===== src/design/bcce_pkg.sv =====
// ----------------------------------------------------------------------------
// bcce_pkg
// Shared types, register indexes and curve constants of the charge estimator.
// ----------------------------------------------------------------------------
package bcce_pkg;

  localparam int unsigned CFG_IDX_W = 3;
  localparam int unsigned CFG_DATA_W = 16;
  localparam int unsigned DIV_W = 18;
  localparam int unsigned SEG_N = 11;

  localparam logic [CFG_IDX_W-1:0] REG_CELLS_FROM_SENSOR = 3'd0;
  localparam logic [CFG_IDX_W-1:0] REG_CHARGE_FROM_SENSOR = 3'd1;
  localparam logic [CFG_IDX_W-1:0] REG_ESTIMATE_WINDOW_MS = 3'd2;
  localparam logic [CFG_IDX_W-1:0] REG_EVAL_INTERVAL_MS = 3'd3;
  localparam logic [CFG_IDX_W-1:0] REG_NOMINAL_CELL_MV = 3'd4;

  localparam logic [15:0] RST_ESTIMATE_WINDOW_MS = 16'd20000;
  localparam logic [15:0] RST_EVAL_INTERVAL_MS = 16'd500;
  localparam logic [15:0] RST_NOMINAL_CELL_MV = 16'd3900;

  localparam logic [4:0] CNT_MAX = 5'd31;
  localparam logic [15:0] CURVE_TOP_MV = 16'd4150;
  localparam logic [6:0] CHARGE_FULL = 7'd100;
  localparam logic [6:0] CHARGE_EMPTY = 7'd0;

  localparam logic [15:0] SEG_LO_MV [SEG_N] = '{
    16'd4100, 16'd3970, 16'd3920, 16'd3870, 16'd3830, 16'd3790,
    16'd3750, 16'd3700, 16'd3600, 16'd3300, 16'd3000
  };
  localparam logic [8:0] SEG_SPAN [SEG_N] = '{
    9'd50, 9'd130, 9'd50, 9'd50, 9'd40, 9'd40, 9'd40, 9'd50, 9'd100, 9'd300, 9'd300
  };
  localparam logic [6:0] SEG_LO_PC [SEG_N] = '{
    7'd90, 7'd80, 7'd70, 7'd60, 7'd50, 7'd40, 7'd30, 7'd20, 7'd10, 7'd5, 7'd0
  };
  localparam logic [3:0] SEG_RISE [SEG_N] = '{
    4'd10, 4'd10, 4'd10, 4'd10, 4'd10, 4'd10, 4'd10, 4'd10, 4'd10, 4'd5, 4'd5
  };

  typedef enum logic [8:0] {
    S_IDLE    = 9'b000000001,
    S_CHECK   = 9'b000000010,
    S_EST     = 9'b000000100,
    S_CELL    = 9'b000001000,
    S_CELLDIV = 9'b000010000,
    S_SEL     = 9'b000100000,
    S_SEG     = 9'b001000000,
    S_CURVE   = 9'b010000000,
    S_OUT     = 9'b100000000
  } state_e;

  typedef enum logic [1:0] {
    DIV_EST   = 2'd0,
    DIV_CELL  = 2'd1,
    DIV_CURVE = 2'd2
  } div_op_e;

  typedef struct packed {
    logic    load_in;
    logic    set_due;
    logic    open_win;
    logic    div_start;
    div_op_e div_op;
    logic    held_from_div;
    logic    held_full;
    logic    cell_from_div;
    logic    seg_capture;
    logic    charge_direct;
    logic    charge_from_div;
    logic    out_load;
  } cmd_t;

  typedef struct packed {
    logic due;
    logic cells_en;
    logic charge_en;
    logic in_window;
    logic nom_zero;
    logic held_zero;
    logic div_done;
    logic seg_direct;
    logic out_free;
  } status_t;

  typedef struct packed {
    logic        direct;
    logic [6:0]  base_pc;
    logic [15:0] lo_mv;
    logic [3:0]  rise;
    logic [8:0]  span;
  } seg_t;

  function automatic seg_t seg_lookup(logic [15:0] mv);
    seg_t s;
    logic found;
    s = '{direct: 1'b1, base_pc: CHARGE_EMPTY, lo_mv: 16'd0, rise: 4'd0, span: 9'd1};
    found = 1'b0;
    if (mv > CURVE_TOP_MV) begin
      s.base_pc = CHARGE_FULL;
      found = 1'b1;
    end
    for (int k = 0; k < SEG_N; k++) begin
      if (!found && mv > SEG_LO_MV[k]) begin
        found = 1'b1;
        s.direct = 1'b0;
        s.base_pc = SEG_LO_PC[k];
        s.lo_mv = SEG_LO_MV[k];
        s.rise = SEG_RISE[k];
        s.span = SEG_SPAN[k];
      end
    end
    return s;
  endfunction

endpackage


===== src/design/bcce_div.sv =====
// ----------------------------------------------------------------------------
// bcce_div
// Restoring serial divider, one quotient bit per cycle.
// ----------------------------------------------------------------------------
module bcce_div #(
  parameter int unsigned W = 18
) (
  input  logic         clk_i,
  input  logic         rst_ni,
  input  logic         start_i,
  input  logic [W-1:0] num_i,
  input  logic [W-1:0] den_i,
  output logic         done_o,
  output logic [W-1:0] quo_o
);

  localparam int unsigned CW = $clog2(W + 1);

  logic [W:0]    rem_q, rem_d, rem_sh;
  logic [W-1:0]  quo_q, quo_d;
  logic [W-1:0]  den_q;
  logic [CW-1:0] cnt_q, cnt_d;
  logic          done_q, done_d;
  logic          ge;

  assign rem_sh = {rem_q[W-1:0], quo_q[W-1]};
  assign ge     = rem_sh >= {1'b0, den_q};

  always_comb begin
    rem_d  = rem_q;
    quo_d  = quo_q;
    cnt_d  = cnt_q;
    done_d = 1'b0;
    if (start_i) begin
      rem_d = '0;
      quo_d = num_i;
      cnt_d = CW'(W);
    end else if (cnt_q != '0) begin
      rem_d  = ge ? (rem_sh - {1'b0, den_q}) : rem_sh;
      quo_d  = {quo_q[W-2:0], ge};
      cnt_d  = cnt_q - 1'b1;
      done_d = (cnt_q == CW'(1));
    end
  end

  always_ff @(posedge clk_i or negedge rst_ni) begin
    if (!rst_ni) begin
      cnt_q  <= '0;
      done_q <= 1'b0;
    end else begin
      cnt_q  <= cnt_d;
      done_q <= done_d;
    end
  end

  always_ff @(posedge clk_i) begin
    rem_q <= rem_d;
    quo_q <= quo_d;
    if (start_i) begin
      den_q <= den_i;
    end
  end

  assign done_o = done_q;
  assign quo_o  = quo_q;

endmodule


===== src/design/bcce_ctrl.sv =====
// ----------------------------------------------------------------------------
// bcce_ctrl
// Sequencer: due check, cell estimate, per-cell voltage, charge curve, output.
// ----------------------------------------------------------------------------
module bcce_ctrl (
  input  logic              clk_i,
  input  logic              rst_ni,
  input  logic              in_valid_i,
  output logic              in_ready_o,
  input  bcce_pkg::status_t sts_i,
  output bcce_pkg::cmd_t    cmd_o
);

  bcce_pkg::state_e state_q, state_d;

  always_comb begin
    state_d = state_q;
    cmd_o   = '0;
    cmd_o.div_op = bcce_pkg::DIV_EST;
    case (state_q)
      bcce_pkg::S_IDLE: begin
        if (in_valid_i) begin
          cmd_o.load_in = 1'b1;
          state_d = bcce_pkg::S_CHECK;
        end
      end
      bcce_pkg::S_CHECK: begin
        if (!sts_i.due) begin
          state_d = bcce_pkg::S_IDLE;
        end else begin
          cmd_o.set_due = 1'b1;
          if (sts_i.cells_en) begin
            cmd_o.open_win = 1'b1;
            if (!sts_i.in_window) begin
              state_d = bcce_pkg::S_CELL;
            end else if (sts_i.nom_zero) begin
              cmd_o.held_full = 1'b1;
              state_d = bcce_pkg::S_CELL;
            end else begin
              cmd_o.div_start = 1'b1;
              cmd_o.div_op = bcce_pkg::DIV_EST;
              state_d = bcce_pkg::S_EST;
            end
          end else begin
            state_d = bcce_pkg::S_SEL;
          end
        end
      end
      bcce_pkg::S_EST: begin
        if (sts_i.div_done) begin
          cmd_o.held_from_div = 1'b1;
          state_d = bcce_pkg::S_CELL;
        end
      end
      bcce_pkg::S_CELL: begin
        if (sts_i.held_zero) begin
          state_d = bcce_pkg::S_SEL;
        end else begin
          cmd_o.div_start = 1'b1;
          cmd_o.div_op = bcce_pkg::DIV_CELL;
          state_d = bcce_pkg::S_CELLDIV;
        end
      end
      bcce_pkg::S_CELLDIV: begin
        if (sts_i.div_done) begin
          cmd_o.cell_from_div = 1'b1;
          state_d = bcce_pkg::S_SEL;
        end
      end
      bcce_pkg::S_SEL: begin
        if (sts_i.charge_en) begin
          cmd_o.seg_capture = 1'b1;
          state_d = bcce_pkg::S_SEG;
        end else begin
          state_d = bcce_pkg::S_OUT;
        end
      end
      bcce_pkg::S_SEG: begin
        if (sts_i.seg_direct) begin
          cmd_o.charge_direct = 1'b1;
          state_d = bcce_pkg::S_OUT;
        end else begin
          cmd_o.div_start = 1'b1;
          cmd_o.div_op = bcce_pkg::DIV_CURVE;
          state_d = bcce_pkg::S_CURVE;
        end
      end
      bcce_pkg::S_CURVE: begin
        if (sts_i.div_done) begin
          cmd_o.charge_from_div = 1'b1;
          state_d = bcce_pkg::S_OUT;
        end
      end
      bcce_pkg::S_OUT: begin
        if (sts_i.out_free) begin
          cmd_o.out_load = 1'b1;
          state_d = bcce_pkg::S_IDLE;
        end
      end
      default: begin
        state_d = bcce_pkg::S_IDLE;
      end
    endcase
  end

  always_ff @(posedge clk_i or negedge rst_ni) begin
    if (!rst_ni) begin
      state_q <= bcce_pkg::S_IDLE;
    end else begin
      state_q <= state_d;
    end
  end

  assign in_ready_o = (state_q == bcce_pkg::S_IDLE);

endmodule


===== src/design/bcce_dp.sv =====
// ----------------------------------------------------------------------------
// bcce_dp
// Datapath: config registers, timing state, shared divider, output register.
// ----------------------------------------------------------------------------
module bcce_dp (
  input  logic                               clk_i,
  input  logic                               rst_ni,
  input  logic                               cfg_we_i,
  input  logic [bcce_pkg::CFG_IDX_W-1:0]     cfg_index_i,
  input  logic [bcce_pkg::CFG_DATA_W-1:0]    cfg_data_i,
  input  logic [63:0]                        in_data_i,
  input  bcce_pkg::cmd_t                     cmd_i,
  output bcce_pkg::status_t                  sts_o,
  output logic                               out_valid_o,
  input  logic                               out_ready_i,
  output logic [31:0]                        out_data_o,
  output logic [1:0]                         out_user_o
);

  localparam int unsigned DW = bcce_pkg::DIV_W;

  logic        cells_sens_q, charge_sens_q;
  logic [15:0] window_q, interval_q, nominal_q;

  logic [31:0] now_q;
  logic [15:0] pack_q, sens_q;
  logic [31:0] next_due_q;
  logic [31:0] win_end_q;
  logic        win_started_q;
  logic [4:0]  held_q;
  logic [15:0] cell_q;
  logic [6:0]  charge_q;
  bcce_pkg::seg_t seg_q;

  logic        out_valid_q;
  logic [31:0] out_data_q;
  logic [1:0]  out_user_q;

  logic [31:0]   win_open_sum, win_end_eff;
  logic [15:0]   lowest, seg_diff;
  logic [12:0]   curve_num;
  logic [DW-1:0] div_num, div_den, div_quo;
  logic          div_done;
  logic [4:0]    count_out;
  logic [15:0]   cell_out;

  always_ff @(posedge clk_i or negedge rst_ni) begin
    if (!rst_ni) begin
      cells_sens_q  <= 1'b0;
      charge_sens_q <= 1'b0;
      window_q      <= bcce_pkg::RST_ESTIMATE_WINDOW_MS;
      interval_q    <= bcce_pkg::RST_EVAL_INTERVAL_MS;
      nominal_q     <= bcce_pkg::RST_NOMINAL_CELL_MV;
    end else if (cfg_we_i) begin
      case (cfg_index_i)
        bcce_pkg::REG_CELLS_FROM_SENSOR:  cells_sens_q  <= cfg_data_i[0];
        bcce_pkg::REG_CHARGE_FROM_SENSOR: charge_sens_q <= cfg_data_i[0];
        bcce_pkg::REG_ESTIMATE_WINDOW_MS: window_q      <= cfg_data_i;
        bcce_pkg::REG_EVAL_INTERVAL_MS:   interval_q    <= cfg_data_i;
        bcce_pkg::REG_NOMINAL_CELL_MV:    nominal_q     <= cfg_data_i;
        default: ;
      endcase
    end
  end

  assign win_open_sum = now_q + {16'd0, window_q};
  assign win_end_eff  = win_started_q ? win_end_q : win_open_sum;
  assign lowest       = cells_sens_q ? sens_q : cell_q;
  assign seg_diff     = lowest - seg_q.lo_mv;
  assign curve_num    = 13'(seg_diff[8:0]) * 13'(seg_q.rise);

  always_comb begin
    case (cmd_i.div_op)
      bcce_pkg::DIV_EST: begin
        div_num = DW'({pack_q, 1'b0}) + DW'(nominal_q);
        div_den = DW'({nominal_q, 1'b0});
      end
      bcce_pkg::DIV_CELL: begin
        div_num = DW'(pack_q);
        div_den = DW'(held_q);
      end
      bcce_pkg::DIV_CURVE: begin
        div_num = DW'(curve_num);
        div_den = DW'(seg_q.span);
      end
      default: begin
        div_num = '0;
        div_den = '1;
      end
    endcase
  end

  bcce_div #(
    .W(DW)
  ) u_div (
    .clk_i  (clk_i),
    .rst_ni (rst_ni),
    .start_i(cmd_i.div_start),
    .num_i  (div_num),
    .den_i  (div_den),
    .done_o (div_done),
    .quo_o  (div_quo)
  );

  always_ff @(posedge clk_i or negedge rst_ni) begin
    if (!rst_ni) begin
      next_due_q    <= '0;
      win_end_q     <= '0;
      win_started_q <= 1'b0;
      held_q        <= '0;
    end else begin
      if (cmd_i.set_due) begin
        next_due_q <= now_q + {16'd0, interval_q};
      end
      if (cmd_i.open_win && !win_started_q) begin
        win_started_q <= 1'b1;
        win_end_q     <= win_open_sum;
      end
      if (cmd_i.held_full) begin
        held_q <= bcce_pkg::CNT_MAX;
      end else if (cmd_i.held_from_div) begin
        held_q <= (div_quo > DW'(bcce_pkg::CNT_MAX)) ? bcce_pkg::CNT_MAX : div_quo[4:0];
      end
    end
  end

  always_ff @(posedge clk_i) begin
    if (cmd_i.load_in) begin
      now_q    <= in_data_i[31:0];
      pack_q   <= in_data_i[47:32];
      sens_q   <= in_data_i[63:48];
      cell_q   <= '0;
      charge_q <= '0;
    end
    if (cmd_i.cell_from_div) begin
      cell_q <= div_quo[15:0];
    end
    if (cmd_i.seg_capture) begin
      seg_q <= bcce_pkg::seg_lookup(lowest);
    end
    if (cmd_i.charge_direct) begin
      charge_q <= seg_q.base_pc;
    end else if (cmd_i.charge_from_div) begin
      charge_q <= seg_q.base_pc + div_quo[6:0];
    end
  end

  assign count_out = cells_sens_q ? 5'd0 : held_q;
  assign cell_out  = cells_sens_q ? 16'd0 : cell_q;

  always_ff @(posedge clk_i or negedge rst_ni) begin
    if (!rst_ni) begin
      out_valid_q <= 1'b0;
    end else if (cmd_i.out_load) begin
      out_valid_q <= 1'b1;
    end else if (out_ready_i) begin
      out_valid_q <= 1'b0;
    end
  end

  always_ff @(posedge clk_i) begin
    if (cmd_i.out_load) begin
      out_data_q <= {4'd0, charge_q, cell_out, count_out};
      out_user_q <= {!charge_sens_q, !cells_sens_q};
    end
  end

  assign sts_o.due        = next_due_q <= now_q;
  assign sts_o.cells_en   = !cells_sens_q;
  assign sts_o.charge_en  = !charge_sens_q;
  assign sts_o.in_window  = win_end_eff > now_q;
  assign sts_o.nom_zero   = (nominal_q == 16'd0);
  assign sts_o.held_zero  = (held_q == 5'd0);
  assign sts_o.div_done   = div_done;
  assign sts_o.seg_direct = seg_q.direct;
  assign sts_o.out_free   = !out_valid_q || out_ready_i;

  assign out_valid_o = out_valid_q;
  assign out_data_o  = out_data_q;
  assign out_user_o  = out_user_q;

endmodule


===== src/design/battery_cell_charge_estimator_top.sv =====
// ----------------------------------------------------------------------------
// battery_cell_charge_estimator_top
// Cell count, per-cell voltage and state of charge from pack telemetry.
// ----------------------------------------------------------------------------
// One word is taken at a time. A word whose timestamp is before the next due
// time is dropped with no result. A shared 18-step serial divider runs up to
// three times per evaluation (count estimate, pack over count, curve
// segment) and not at all when both estimates come from sensors; sequencing
// states and a final load into the output register complete it. The output
// register lets a new word enter while a result waits.
module battery_cell_charge_estimator_top (
  input  logic                            clk_i,
  input  logic                            rst_ni,
  input  logic                            cfg_we_i,
  input  logic [bcce_pkg::CFG_IDX_W-1:0]  cfg_index_i,
  input  logic [bcce_pkg::CFG_DATA_W-1:0] cfg_data_i,
  input  logic                            s_axis_tvalid,
  output logic                            s_axis_tready,
  input  logic [63:0]                     s_axis_tdata,  // now_ms, pack_mv, sensor_lowest_mv
  output logic                            m_axis_tvalid,
  input  logic                            m_axis_tready,
  output logic [31:0]                     m_axis_tdata,  // cell_count, cell_mv, charge_percent
  output logic [1:0]                      m_axis_tuser   // cells_valid, charge_valid
);

  bcce_pkg::cmd_t    cmd;
  bcce_pkg::status_t sts;

  bcce_ctrl u_ctrl (
    .clk_i     (clk_i),
    .rst_ni    (rst_ni),
    .in_valid_i(s_axis_tvalid),
    .in_ready_o(s_axis_tready),
    .sts_i     (sts),
    .cmd_o     (cmd)
  );

  bcce_dp u_dp (
    .clk_i      (clk_i),
    .rst_ni     (rst_ni),
    .cfg_we_i   (cfg_we_i),
    .cfg_index_i(cfg_index_i),
    .cfg_data_i (cfg_data_i),
    .in_data_i  (s_axis_tdata),
    .cmd_i      (cmd),
    .sts_o      (sts),
    .out_valid_o(m_axis_tvalid),
    .out_ready_i(m_axis_tready),
    .out_data_o (m_axis_tdata),
    .out_user_o (m_axis_tuser)
  );

endmodule


===== config.mk =====
export PLATFORM = sky130hd
export DESIGN_NAME = battery_cell_charge_estimator_top
export DESIGN_NICKNAME = d
export VERILOG_FILES = /design/src/design/bcce_pkg.sv /design/src/design/bcce_div.sv /design/src/design/bcce_ctrl.sv /design/src/design/bcce_dp.sv /design/src/design/battery_cell_charge_estimator_top.sv
export SDC_FILE = /design/constraint.sdc
export NUM_CORES = 1
export LEC_CHECK = 0
export ABC_AREA = 0
export BUFFER_PORTS_ARGS = -buffer_cell sky130_fd_sc_hd__buf_2
export CAP_MARGIN = 30
export CELL_PAD_IN_SITES_DETAIL_PLACEMENT = 0
export CELL_PAD_IN_SITES_GLOBAL_PLACEMENT = 1
export CORE_MARGIN = 2
export CORE_UTILIZATION = 41
export DETAILED_ROUTE_END_ITERATION = 16
export GPL_ROUTABILITY_DRIVEN = 0
export GPL_TIMING_DRIVEN = 0
export PLACE_DENSITY_LB_ADDON = 0.1
export SLEW_MARGIN = 20
export SYNTH_ARGS = -nofsm -noshare
export SYNTH_HDL_FRONTEND = slang
export SYNTH_HIERARCHICAL = 1
export SYNTH_SLANG_ARGS = --single-unit

===== constraint.sdc =====
create_clock -name clk_i -period 7.9 [get_ports clk_i]
set_clock_uncertainty 0.2 [all_clocks]
set_input_delay 0.79 -clock clk_i [delete_from_list [all_inputs] [get_ports clk_i]]
set_output_delay 0.79 -clock clk_i [all_outputs]
set_load 0.02 [all_outputs]

# == Word level (Yosys, flattened, before mapping) ==
# Cells that the tools add are included.
# op_classes
n_addsub,7
multipliers,1
n_lt_le_gt_ge,16
n_eq_ne,21
muxes,92
n_reduce_logical,51
# op_table
op,n
"greater-than comparator 16 x 12 -> 1 bit, second input constant",10
case mux 18 bit (3 select lines),2
two-way mux 35 bit,3
two-way mux 9 bit,10
case mux 9 bit (9 select lines),1
two-way mux 36 bit,2
two-way mux 34 bit,2
adder 32 x 16 -> 32 bit,2
two-way mux 32 bit,2
two-way mux 18 bit,3
two-way mux 16 bit,3
two-way mux 1 bit,43
two-way mux 37 bit,1
two-way mux 33 bit,1
"greater-than comparator 16 x 13 -> 1 bit, second input constant",2
greater-than comparator 32 bit,1
less-or-equal comparator 32 bit,1
two-way mux 5 bit,6
two-way mux 7 bit,4
greater-or-equal comparator 19 x 18 -> 1 bit,1
adder 17 x 16 -> 18 bit,1
"greater-than comparator 18 x 5 -> 1 bit, second input constant",1
subtractor 18 bit,1
logical NOT 16 bit,1
44 further kinds,84
# totals
register_bits,337
inputBits,88
out_inout_bits,36
elab_cells,227

# == Depth between registers and ports, before layout ==
# Gate-level depths: netlist (run 1).
# logic_depth
word_depth,47
ltp_mapped,28
ltp_nobuf,25

# == Modules after synthesis ==
# Netlist (run 1), hierarchy kept.
# modules_own_cells
module,n_inst,cells_each,area_each_um2,seq_area_each_um2
bcce_dp,1,1601,16728.5,7315.8
bcce_div,1,335,3450.8,1591.5
bcce_ctrl,1,90,772.0,226.5

# == Worst setup path before layout (run 1) ==
# No wires, ideal clock.
# synth_timing
path_type,flip-flop to flip-flop
start,register u_dp.now_q[0]
end,"register u_dp.u_div.quo_q[0], in the netlist u_dp/u_div/quo_o[0] (enable)"
setup_time_ns,0.377
arrival_ns,5.470
t_required_ns,7.323
path_slack_ns,1.853
stages_incl_launch_ff,27
n_path_buf,3
synth_period_minus_slack_ns,6.047
path_cell_list,edfxtp_1 ha_1 inv_1 fa_1 nor2b_1 o31a_1 o21ai_1 a21oi_1 a221o_1 a31oi_1 buf_2 or3_1 a31oi_1 ha_1 a21oi_1 nor2b_1 o211ai_1 a21boi_0 o21ai_0 a31oi_1 o21a_1 inv_1 or4_4 o211ai_2 clkbuf_1 clkbuf_1 nand2b_1
# synth_rtl
item,line_no,rtl
start: declaration,bcce_dp.sv:25,logic [31:0] now_q;
start signal: assignment,bcce_dp.sv:129,now_q <= in_data_i[31:0];
end signal: assignment,bcce_div.sv:58,quo_q <= quo_d;
end: declaration,bcce_div.sv:20,"logic [W-1:0] quo_q, quo_d;"

==> results by group, run 1 <==
GRT
  – Initial antenna violation count: 0
  – Largest net degree at the start of global routing: 89
  – Total global-route track usage: a little over a fifth
  – Vias in the first global route: 15.92k
  – GR Overflow Total: 0
  – Global-route wire length before repair: 90610 µm

Finish
  – Final #Nets: 2476
  – Final Non-Filler Cells: 2902
  – Synthesis-to-finish area growth: 14.12%
  – Commonest non-fill, non-tap cells in the layout: edfxtp_1 (178), ha_1 (167), nand2_1 (154)
  – Most common cell after layout, fill and taps aside: edfxtp_1
  – Antenna Cells: 0
  – Fraction of layout cells with a size suffix above 1: 16.23%

STA
  – Relative slew slack: 42.39%
  – Crit share post-route: 93.54%
  – Post-layout min period: 7.390 ns
  – RSZ-0062 raised after global routing: false
  – Max Freq: 0.1353 GHz
  – Worst Hold Margin: slightly above 0.2 ns
  – Slew at the pin closest to its max-slew limit: 0.8571 ns
  – Final setup fails: 0
  – Max Slew Vio Count: 0
  – Final hold vios: 0

Power
  – P_leak: 0.01021 µW
  – Pint: 5368 µW
  – Peak supply drop: 213.2 µV
  – Comb pwr share: 46.9%
  – Switch share: 39.72%
  – Clock share of power: 21.3%
  – Flop pwr share: 31.8%
  – Pwr dens: 372.5 nW/µm²
  – Switch Pwr: 3537 µW

Clocking
  – Root buffer cell: clkbuf_16
  – Clock latency on the worst-skew pair: 0.56 ns
  – Max H-tree Level: 2
  – CTS Sinks: around 330
  – CTS tree: done
  – Postcts setup bufs: 0
  – Clk pin slew, worst setup/hold paths: approximately 0.060 ns
  – Num CTS Buffers: 40
  – Clk buf depth: 3

Synthesis
  – Synthesized-area fraction occupied by adder cells: a little under an eighth
  – Largest family of logic cells by synthesized area: simple AND/OR/NAND/NOR gates
  – Post-Synth Simple-Gate Area: 15.77%
  – Synth Register Bits: 332
  – Seq/Total Area, Yosys: 43.60%
  – Yosys warns: 6
  – Syn Area/Cell: 10.34 µm²
  – Post-synthesis async set-or-reset flop share: between 40% and 50%
  – Synth Area in XOR/XNOR: ~3.9%
  – Mux contribution to synthesized area: under 10%
  – Count of cell types in the netlist: between 90 and 100
  – Cell Area, Synth: roughly 21000 µm²
  – Number of synthesized flops with an enable pin: 178
  – Compound-Gate Fraction of Synth Area: 15.35%
  – Top_reg_cell synth: edfxtp_1
  – Syn Inst Count: 2026

Status
  – Status: completed

Setup path
  – R2R Setup Slk: 0.51 ns
  – Reg-to-Reg End: u_dp/u_div/quo_o[9]$_DFFE_PP_
  – Worst Path Required: approximately 8.0 ns
  – CP max FO: 11
  – Slowest cell on crit path: or4_4
  – WS Path Type: reg -> reg
  – WP data arrival: approximately 7.5 ns
  – Worst R2R Path Depth: 26
  – Critical path endpoint category: register
  – CP max stage delay: 0.53 ns
  – CP startpoint kind: register
  – RR Startpoint: u_dp/now_q[0]$_DFFE_PP_

Route
  – Vias: 15.86k
  – DRC violations left: 0
  – Vias/cell: 5.467
  – TritonRoute pass-1 iters: 6
  – WL per Instance: 19.97 µm
  – WL final: 57950 µm
  – DRT antenna net count: 0
  – Initial drt markers: between 1k and 1.5k

Placed design
  – I/O Buffers: 119
  – Placed Cells: 2830
  – Hpwl dp: 44970 µm

Floorplanning
  – Die width: 230.1 µm
  – Die H: ~230 µm
  – Initial Util: 41.67%
  – FP Rows: 82
  – Core Region: 50270 µm²
  – Die area: around 53000 µm²
  – I/O pin cnt: 124

Min path
  – Worst hold path cell count: 1
  – Worst Hold Class: in -> reg
  – Hold wc startpoint: s_axis_tdata[63]
  – Hold path endpoint: u_dp/sens_q[15]$_DFFE_PP_

Flow run
  – Maxcap violations: 0
-- through the flow --
step                instance area [µm²]  worst slack, ns  total power (µW)  TNS (ns)  util, %
floorplan                         20960            1.853              5809         0        -
global placement                  22400          -0.1829              6929    -3.271    44.55
detailed placement                22550          -0.2641              7002    -4.730    44.86
CTS                               23900           0.2023              8970         0    47.55
global route                      23910          0.03445              9640         0    47.56
finish                            23910           0.5101              8905         0    47.56
-- synth_stat cells, types with 7 or more instances --
cell	count	area (µm²)
edfxtp_1	178	5345
ha_1	167	2090
nand2_1	154	578.1
inv_1	139	521.8
nor2_1	132	495.5
a21oi_1	125	625.6
dfrtp_1	116	2903
o21ai_0	101	505.5
mux2_2	87	979.7
xnor2_1	65	569.3
a21o_1	53	397.9
nor2b_1	45	281.5
clkbuf_1	43	161.4
nand3_1	42	210.2
and2_1	38	237.7
nor3_1	37	185.2
a31oi_1	28	175.2
xor2_1	28	245.2
nand4_1	24	150.1
dfstp_2	20	525.5
fa_1	20	400.4
nand2b_1	20	125.1
or3_1	20	125.1
dfxtp_1	18	360.4
and3_1	17	106.4
o211ai_1	16	120.1
o21a_1	16	120.1
a211oi_1	15	112.6
nor4_1	15	93.84
mux2i_1	13	130.1
buf_4	11	82.58
or2_2	11	68.82
a311oi_1	10	87.58
nor3b_1	9	67.56
a211o_1	8	70.07
a221o_1	8	80.08
o21bai_1	8	60.06
a222oi_1	7	70.07
a22o_1	7	61.31
and3b_1	7	61.31
buf_6	7	78.83
o22ai_1	7	43.79
-- logic make-up (layout without fill, tap and decap cells) --
family,Yosys count,after routing
adders and majority gates,187,187
DFF,332,332
muxes,100,100
buffers and inverters,208,409
other,1,4
and+or+nand+nor,623,623
AOI/OAI and AO/OA,482,482
xor gates and xnor gates,93,93
-- worst max-delay path by stage --
stage / slack [ns] / depth (start not counted) / end / start
final: 0.51 / 26 / u_dp/u_div/quo_o[9]$_DFFE_PP_ / u_dp/now_q[0]$_DFFE_PP_
after global routing: 0.03 / 26 / u_dp/u_div/quo_o[7]$_DFFE_PP_ / u_dp/now_q[0]$_DFFE_PP_
after CTS: 0.20 / 26 / u_dp/u_div/quo_o[15]$_DFFE_PP_ / u_dp/now_q[0]$_DFFE_PP_
after detailed placement: -0.26 / 26 / u_dp/u_div/quo_o[1]$_DFFE_PP_ / u_dp/now_q[0]$_DFFE_PP_
after global placement: -0.18 / 25 / u_dp/u_div/quo_o[1]$_DFFE_PP_ / u_dp/now_q[0]$_DFFE_PP_
after floorplan: 1.85 / 26 / u_dp/u_div/quo_o[0]$_DFFE_PP_ / u_dp/now_q[0]$_DFFE_PP_
-- critical path: cells and delay by family (launching register included) --
kind                       cells  cell delay, ns
buffers and inverters          6            1.48
adders and majority gates      3            0.76
DFF                            1            0.48
AOI/OAI and AO/OA             10            2.47
xor gates and xnor gates       1            0.16
and+or+nand+nor                5            1.16
muxes                          1            0.40
-- layout make-up --
cell class | instances | area, µm²
Fill cell | 4805 | 26360
Multi-Input combinational cell | 1489 | 10990
Sequential cell | 332 | 9134
Clock buffer | 50 | 1080
Tap cell | 672 | 840.8
Timing Repair Buffer | 130 | 735.7
Inverter | 140 | 525.5
Buffer | 68 | 354.1
Clock inverter | 21 | 254.0
-- power by group through the flow --
stage,logic [µW],clock network [µW],registers (µW)
3_3_place_gp,4060,0,2870
6_report,4170,1900,2830
5_1_grt,4720,2030,2890
3_5_place_dp,4140,0,2860
4_1_cts,4170,1960,2830
2_1_floorplan,3130,0,2680
-- layer usage --
layer | GRT usage, % | wire length [µm] | vias up | share of wire (%)
li1 | - | - | 7761 | -
met1 | 29.77 | 26730 | 7681 | 46
met5 | 0 | 0 | - | 0
met3 | 2.927 | 2145 | 81 | 3.7
met4 | 6.734 | 1645 | 0 | 2.8
met2 | 36.62 | 27430 | 341 | 47
-- registers in the layout (all words and copies together), names as in the netlist, 2 cells and up --
name              count
u_ctrl/state_q        9
u_dp/cell_q          16
u_dp/charge_q         7
u_dp/held_q           5
u_dp/interval_q      16
u_dp/next_due_q      32
u_dp/nominal_q       16
u_dp/now_q           32
u_dp/out_data_o      28
u_dp/out_user_o       2
u_dp/pack_q          16
u_dp/seg_q           24
u_dp/sens_q          16
u_dp/u_div/cnt_q      5
u_dp/u_div/den_q     18
u_dp/u_div/quo_o     18
u_dp/u_div/rem_q     18
u_dp/win_end_q       32
u_dp/window_q        16
-- repair_timing --
action	CTS	global route
gates resized for setup	2	3
hold buffers	1	0
hold endpoints to repair	46	0
cloned	0	0
endpoints found under the setup margin	18	18
Note: power is estimated with default switching activity, not from simulation.
==> run 2, diff against run 1 <==
Clock period 7.9 ns to 9.3 ns, I/O delays scaled along.
==> run 2 against run 1 <==
Compared with the run above:
- sequential share of layout area is essentially flat
- register-to-register slack gained 0.73 ns
- die area unchanged
- cell count is essentially flat
- first-iteration DRC count is 9.8% higher
- critical path depth unchanged
- power down 15%
- sequential power fell by 15%
- wire length fell by 0.13%
- highest routed layer unchanged
- combinational power shrank 15%
==> results by group, run 2 (same netlist as run 1, synthesis figures left out) <==
GRT
  – Largest net degree at the start of global routing: 89
  – Global-route wire length before repair: 90580 µm
  – Initial antenna violation count: 0
  – Total global-route track usage: 21.98%
  – GR Overflow Total: 0
  – Vias in the first global route: 15.91k

Clocking
  – Max H-tree Level: 2
  – Num CTS Buffers: 40
  – CTS tree: done
  – Hold_buf cts: 0
  – Clk pin slew, worst setup/hold paths: 0.06 ns
  – Root buffer cell: clkbuf_16
  – Post-CTS Resized: 0
  – Clock latency on the worst-skew pair: 0.55 ns
  – CTS Sinks: 332
  – Clk buf depth: 3
  – Postcts setup bufs: 0

STA
  – Final setup fails: 0
  – Max Freq: 0.1241 GHz
  – Post-layout min period: 8.056 ns
  – Slew at the pin closest to its max-slew limit: between 0.8 and 0.9 ns
  – Relative slew slack: between 40% and 50%
  – Crit share post-route: 86.62%
  – RSZ-0062 raised after global routing: false
  – Setup ws final: 1.244 ns
  – TNS Setup: 0 ns
  – Max Slew Vio Count: 0
  – Final hold vios: 0

Placed design
  – I/O Buffers: 119
  – Hpwl dp: 44970 µm
  – Pre-CTS setup slack: 1.136 ns

Floorplanning
  – I/O pin cnt: approximately 120
  – Die width: 230.1 µm
  – Initial Util: a little over two fifths
  – FP Rows: just over 80
  – Die area: 52930 µm²
  – Core Region: 50270 µm²
  – Die H: 230.1 µm

Route
  – DRT antenna net count: 0
  – Met3 WL: 2226 µm
  – DRC violations left: 0
  – WL met1: 26640 µm
  – Uppermost layer routed: met4
  – WL final: just under 60000 µm
  – WL per Instance: 19.95 µm
  – Vias/cell: 5.463
  – Vias: 15.85k
  – Met2 WL: 27340 µm
  – Initial drt markers: between 1k and 1.5k
  – TritonRoute pass-1 iters: 5

Setup path
  – Worst Path Required: 9.28 ns
  – WP data arrival: roughly 8.0 ns
  – CP max FO: 18
  – CP startpoint kind: register
  – R2R Setup Slk: approximately 1.2 ns
  – WS Path Type: reg -> reg
  – Critical path endpoint category: register

Finish
  – Most common cell after layout, fill and taps aside: edfxtp_1
  – Final #Nets: between 2k and 2.5k
  – Synthesis-to-finish area growth: 14.00%
  – Commonest non-fill, non-tap cells in the layout: edfxtp_1 (178), ha_1 (167), nand2_1 (154)
  – Antenna Cells: 0
  – Biggest registers after layout: u_dp/next_due_q x32, u_dp/now_q x32, u_dp/win_end_q x32
  – Fillers: 4808
  – Fraction of layout cells with a size suffix above 1: 16.11%

Power
  – P_leak: between 0.01 and 0.015 µW
  – Peak supply drop: between 150 and 200 µV
  – Pwr dens: 316.4 nW/µm²
  – Total power: 7558 µW

Flow run
  – Maxcap violations: 0

Min path
  – Worst Hold Class: in -> async

Status
  – Status: completed
run 2: changes by cell type in the layout (fill, tap and decap cells not counted), sizes merged:
cell         before  now
dlygate4sd3       1    0
run 2: through the flow:
stage	hold slack [ns]	util [%]	std cells	instance area, µm²
after floorplan	0.2003	-	2029	20960
after global placement	0.2062	44.55	2820	22400
after detailed placement	0.2056	44.86	2830	22550
after CTS	0.08257	47.51	2901	23880
after global routing	0.09579	47.51	2901	23880
final	0.07943	47.51	2901	23880
run 2: metal layers:
layer	GRT usage, %	vias up
met5	0	-
met4	6.734	0
met3	2.927	86
met2	36.60	347
met1	29.77	7652
li1	-	7763
run 2: area by class of cell:
type	instances	area, µm²	share of cell area [%]
multi-input cells	1489	10970	45.94
flip-flops and latches	332	9134	38.24
clock buffers	50	1080	4.521
well taps	672	840.8	3.520
repair buffers	129	725.7	3.038
inverters	140	525.5	2.200
plain buffers	68	352.8	1.477
clock inverters	21	254.0	1.063
run 2: worst max-delay path: stages (launching register included):
cell and delay [ns]:
edfxtp_1 0.48, ha_1 0.25, inv_1 0.07, fa_1 0.20, nor2b_1 0.07, o31a_1 0.28, o21ai_1 0.22, a21oi_1 0.14
a221o_1 0.36, a31oi_1 0.70, buf_2 0.36, xnor2_1 0.16, o21ai_0 0.12, ha_1 0.31, nand4_1 0.09, nor2_1 0.27
nand3_1 0.19, o21bai_1 0.22, a31oi_1 0.20, o21a_1 0.16, inv_1 0.05, or4_4 0.53, o211ai_2 0.26, buf_6 0.25
clkbuf_1 0.32, clkbuf_1 0.46, nand2b_1 0.73
run 2: path summary, 6_finish.rpt:
check | startpoint | endpoint | cells after the start
max in group asynchronous | rst_ni | u_dp/nominal_q[4]$_DFFE_PN1P_ | 2
worst min register to register | u_dp/charge_q[0]$_DFFE_PP_ | u_dp/out_data_o[21]$_DFFE_PP_ | 0
worst max register to register | u_dp/now_q[0]$_DFFE_PP_ | u_dp/u_div/quo_o[5]$_DFFE_PP_ | 26
worst max-delay path | u_dp/now_q[0]$_DFFE_PP_ | u_dp/u_div/quo_o[5]$_DFFE_PP_ | 26
min in group clk_i | u_dp/charge_q[0]$_DFFE_PP_ | u_dp/out_data_o[21]$_DFFE_PP_ | 0
worst min-delay path | rst_ni | u_dp/next_due_q[31]$_DFFE_PN0P_ | 1
run 2: where the power goes:
group | switching (µW) | leakage (µW) | internal (µW)
sequential | 349 | 0.00346 | 2060
clock | 629 | 0.000643 | 986
combinational | 2020 | 0.00610 | 1520
total | 3000 | 0.0102 | 4560
==> run 3, diff against run 2 <==
Settings changed: CELL_PAD_IN_SITES_DETAIL_PLACEMENT 0 to 2, CELL_PAD_IN_SITES_GLOBAL_PLACEMENT 1 to 2.
==> run 3 against run 2 <==
Compared with the run above:
- highest routed layer unchanged
- fmax shrank 4.1%
- worst setup slack got worse by 0.34 ns
- critical endpoint is now u_dp/u_div/quo_o[10]$_DFFE_PP_
- largest power group unchanged
- wire length increased by 22%
==> results by group, run 3 (same netlist as run 1, synthesis figures left out) <==
Power
  – Comb pwr share: 47.5%
  – Peak supply drop: about 180 µV
  – Clock share of power: 21.7%
  – Switch share: 41.34%
  – Pint: 4637 µW
  – Flop pwr share: 30.8%
  – Pwr dens: 329.6 nW/µm²
  – P_leak: 0.01023 µW
  – Switch Pwr: 3267 µW

Floorplanning
  – I/O pin cnt: 124
  – Die width: between 200 and 250 µm
  – FP Rows: 82
  – Die H: 230.1 µm
  – Die area: 52930 µm²
  – Initial Util: a little over two fifths
  – Core Region: a little over 50000 µm²

Finish
  – Antenna Cells: 0
  – Most common cell after layout, fill and taps aside: edfxtp_1
  – Biggest registers after layout: u_dp/next_due_q x32, u_dp/now_q x32, u_dp/win_end_q x32
  – Fraction of layout cells with a size suffix above 1: between 10% and 20%
  – Fillers: about 5.3k
  – Register cell area after layout: 9134 µm²
  – Area occupied by multi-input gates: 10970 µm²
  – Final #Nets: 2476
  – Commonest non-fill, non-tap cells in the layout: edfxtp_1 (178), ha_1 (167), nand2_1 (154)
  – Synthesis-to-finish area growth: 14.45%

Setup path
  – RR Startpoint: u_dp/now_q[0]$_DFFE_PP_
  – Critical path endpoint category: register
  – Slowest cell on crit path: nand2b_1
  – CP max FO: 18
  – R2R Setup Slk: 0.90 ns
  – WP data arrival: 8.39 ns
  – Buffers & Inverters on Critical Path: 6
  – Worst Path Required: 9.29 ns
  – WS Path Type: reg -> reg
  – Reg-to-Reg End: u_dp/u_div/quo_o[10]$_DFFE_PP_
  – CP startpoint kind: register
  – CP delay by family, top: compound AO/OA/AOI/OAI gates
  – Crit path top cell by count: a31oi_1
  – Worst R2R Path Depth: 26
  – CP max stage delay: 0.80 ns

Clocking
  – Clk buf depth: 3
  – CTS Sinks: 332
  – Clk pin slew, worst setup/hold paths: 0.06 ns
  – Post-CTS Resized: 0
  – Num CTS Buffers: 41
  – Max H-tree Level: 2
  – CTS tree: done
  – Hold_buf cts: 0
  – Clock latency on the worst-skew pair: 0.59 ns
  – Root buffer cell: clkbuf_16
  – Postcts setup bufs: 0

GRT
  – M3 GR Usage: 3.547%
  – GR Overflow Total: 0
  – Total global-route track usage: 26.86%
  – Gr busiest metal: met2
  – Met2 usage: 48.63%
  – Met1 Use GR: 32.90%
  – Initial antenna violation count: 1
  – Largest net degree at the start of global routing: 74
  – Global-route wire length before repair: about 110000 µm
  – Vias in the first global route: between 15k and 20k

Placed design
  – Hpwl dp: 54380 µm
  – I/O Buffers: 119
  – Pre-CTS setup slack: 0.8505 ns

Route
  – Vias/cell: 5.794
  – WL per Instance: 24.21 µm
  – DRT antenna net count: 0
  – Initial drt markers: 862
  – Vias: roughly 17k
  – DRC violations left: 0
  – TritonRoute pass-1 iters: 5
  – WL final: 70340 µm

STA
  – Crit share post-route: 90.32%
  – Max Freq: between 0.1 and 0.15 GHz
  – Post-layout min period: 8.400 ns
  – Slew at the pin closest to its max-slew limit: 0.9286 ns
  – TNS Setup: 0 ns
  – Setup ws final: 0.9003 ns
  – Final setup fails: 0
  – Worst Hold Margin: just over 0.1 ns
  – Final hold vios: 0
  – Max Slew Vio Count: 0
  – RSZ-0062 raised after global routing: false
  – Relative slew slack: 37.58%

Flow run
  – Maxcap violations: 0

Status
  – Status: completed

Min path
  – Worst Hold Class: in -> async
[run 3: per-stage QoR]
step / cells / cell area (µm²) / util, % / total power, µW
after global routing: 2905 / 23980 / 47.70 / 8494
after CTS: 2905 / 23980 / 47.70 / 7964
after global placement: 2820 / 22400 / 44.55 / 5903
final: 2905 / 23980 / 47.70 / 7904
after detailed placement: 2830 / 22550 / 44.86 / 6166
after floorplan: 2029 / 20960 / - / 4935
[run 3: per-layer routing]
layer  vias to the layer above  share of wire, %
met5                         -                 0
met4                         0               3.2
met3                       123               3.5
met2                       313                51
met1                      8644                42
li1                       7751                 -
[run 3: cell type report]
| class | count | share of cell area, % |
|---|---|---|
| Tap cell | 672 | 3.506 |
| Buffer | 68 | 1.471 |
| Clock buffer | 49 | 4.576 |
| Inverter | 140 | 2.191 |
| Clock inverter | 26 | 1.383 |
| Timing Repair Buffer | 129 | 3.026 |
| Multi-Input combinational cell | 1489 | 45.76 |
| Sequential cell | 332 | 38.09 |
[run 3: power groups by stage]
stage / clock [µW] / combinational [µW] / sequential, µW
2_1_floorplan: 0 / 2660 / 2280
3_3_place_gp: 0 / 3470 / 2440
3_5_place_dp: 0 / 3720 / 2450
4_1_cts: 1760 / 3780 / 2430
5_1_grt: 1810 / 4200 / 2480
6_report: 1720 / 3760 / 2430
[run 3: worst max path at each step]
stage	startpoint	slack [ns]	cells past startpoint	endpoint
after CTS	u_dp/now_q[0]$_DFFE_PP_	0.81	26	u_dp/u_div/quo_o[10]$_DFFE_PP_
after floorplan	u_dp/now_q[0]$_DFFE_PP_	3.25	26	u_dp/u_div/quo_o[0]$_DFFE_PP_
after detailed placement	u_dp/now_q[0]$_DFFE_PP_	0.85	26	u_dp/u_div/quo_o[1]$_DFFE_PP_
after global routing	u_dp/now_q[0]$_DFFE_PP_	0.33	26	u_dp/u_div/quo_o[10]$_DFFE_PP_
after global placement	u_dp/now_q[0]$_DFFE_PP_	1.13	25	u_dp/u_div/quo_o[1]$_DFFE_PP_
final	u_dp/now_q[0]$_DFFE_PP_	0.90	26	u_dp/u_div/quo_o[10]$_DFFE_PP_
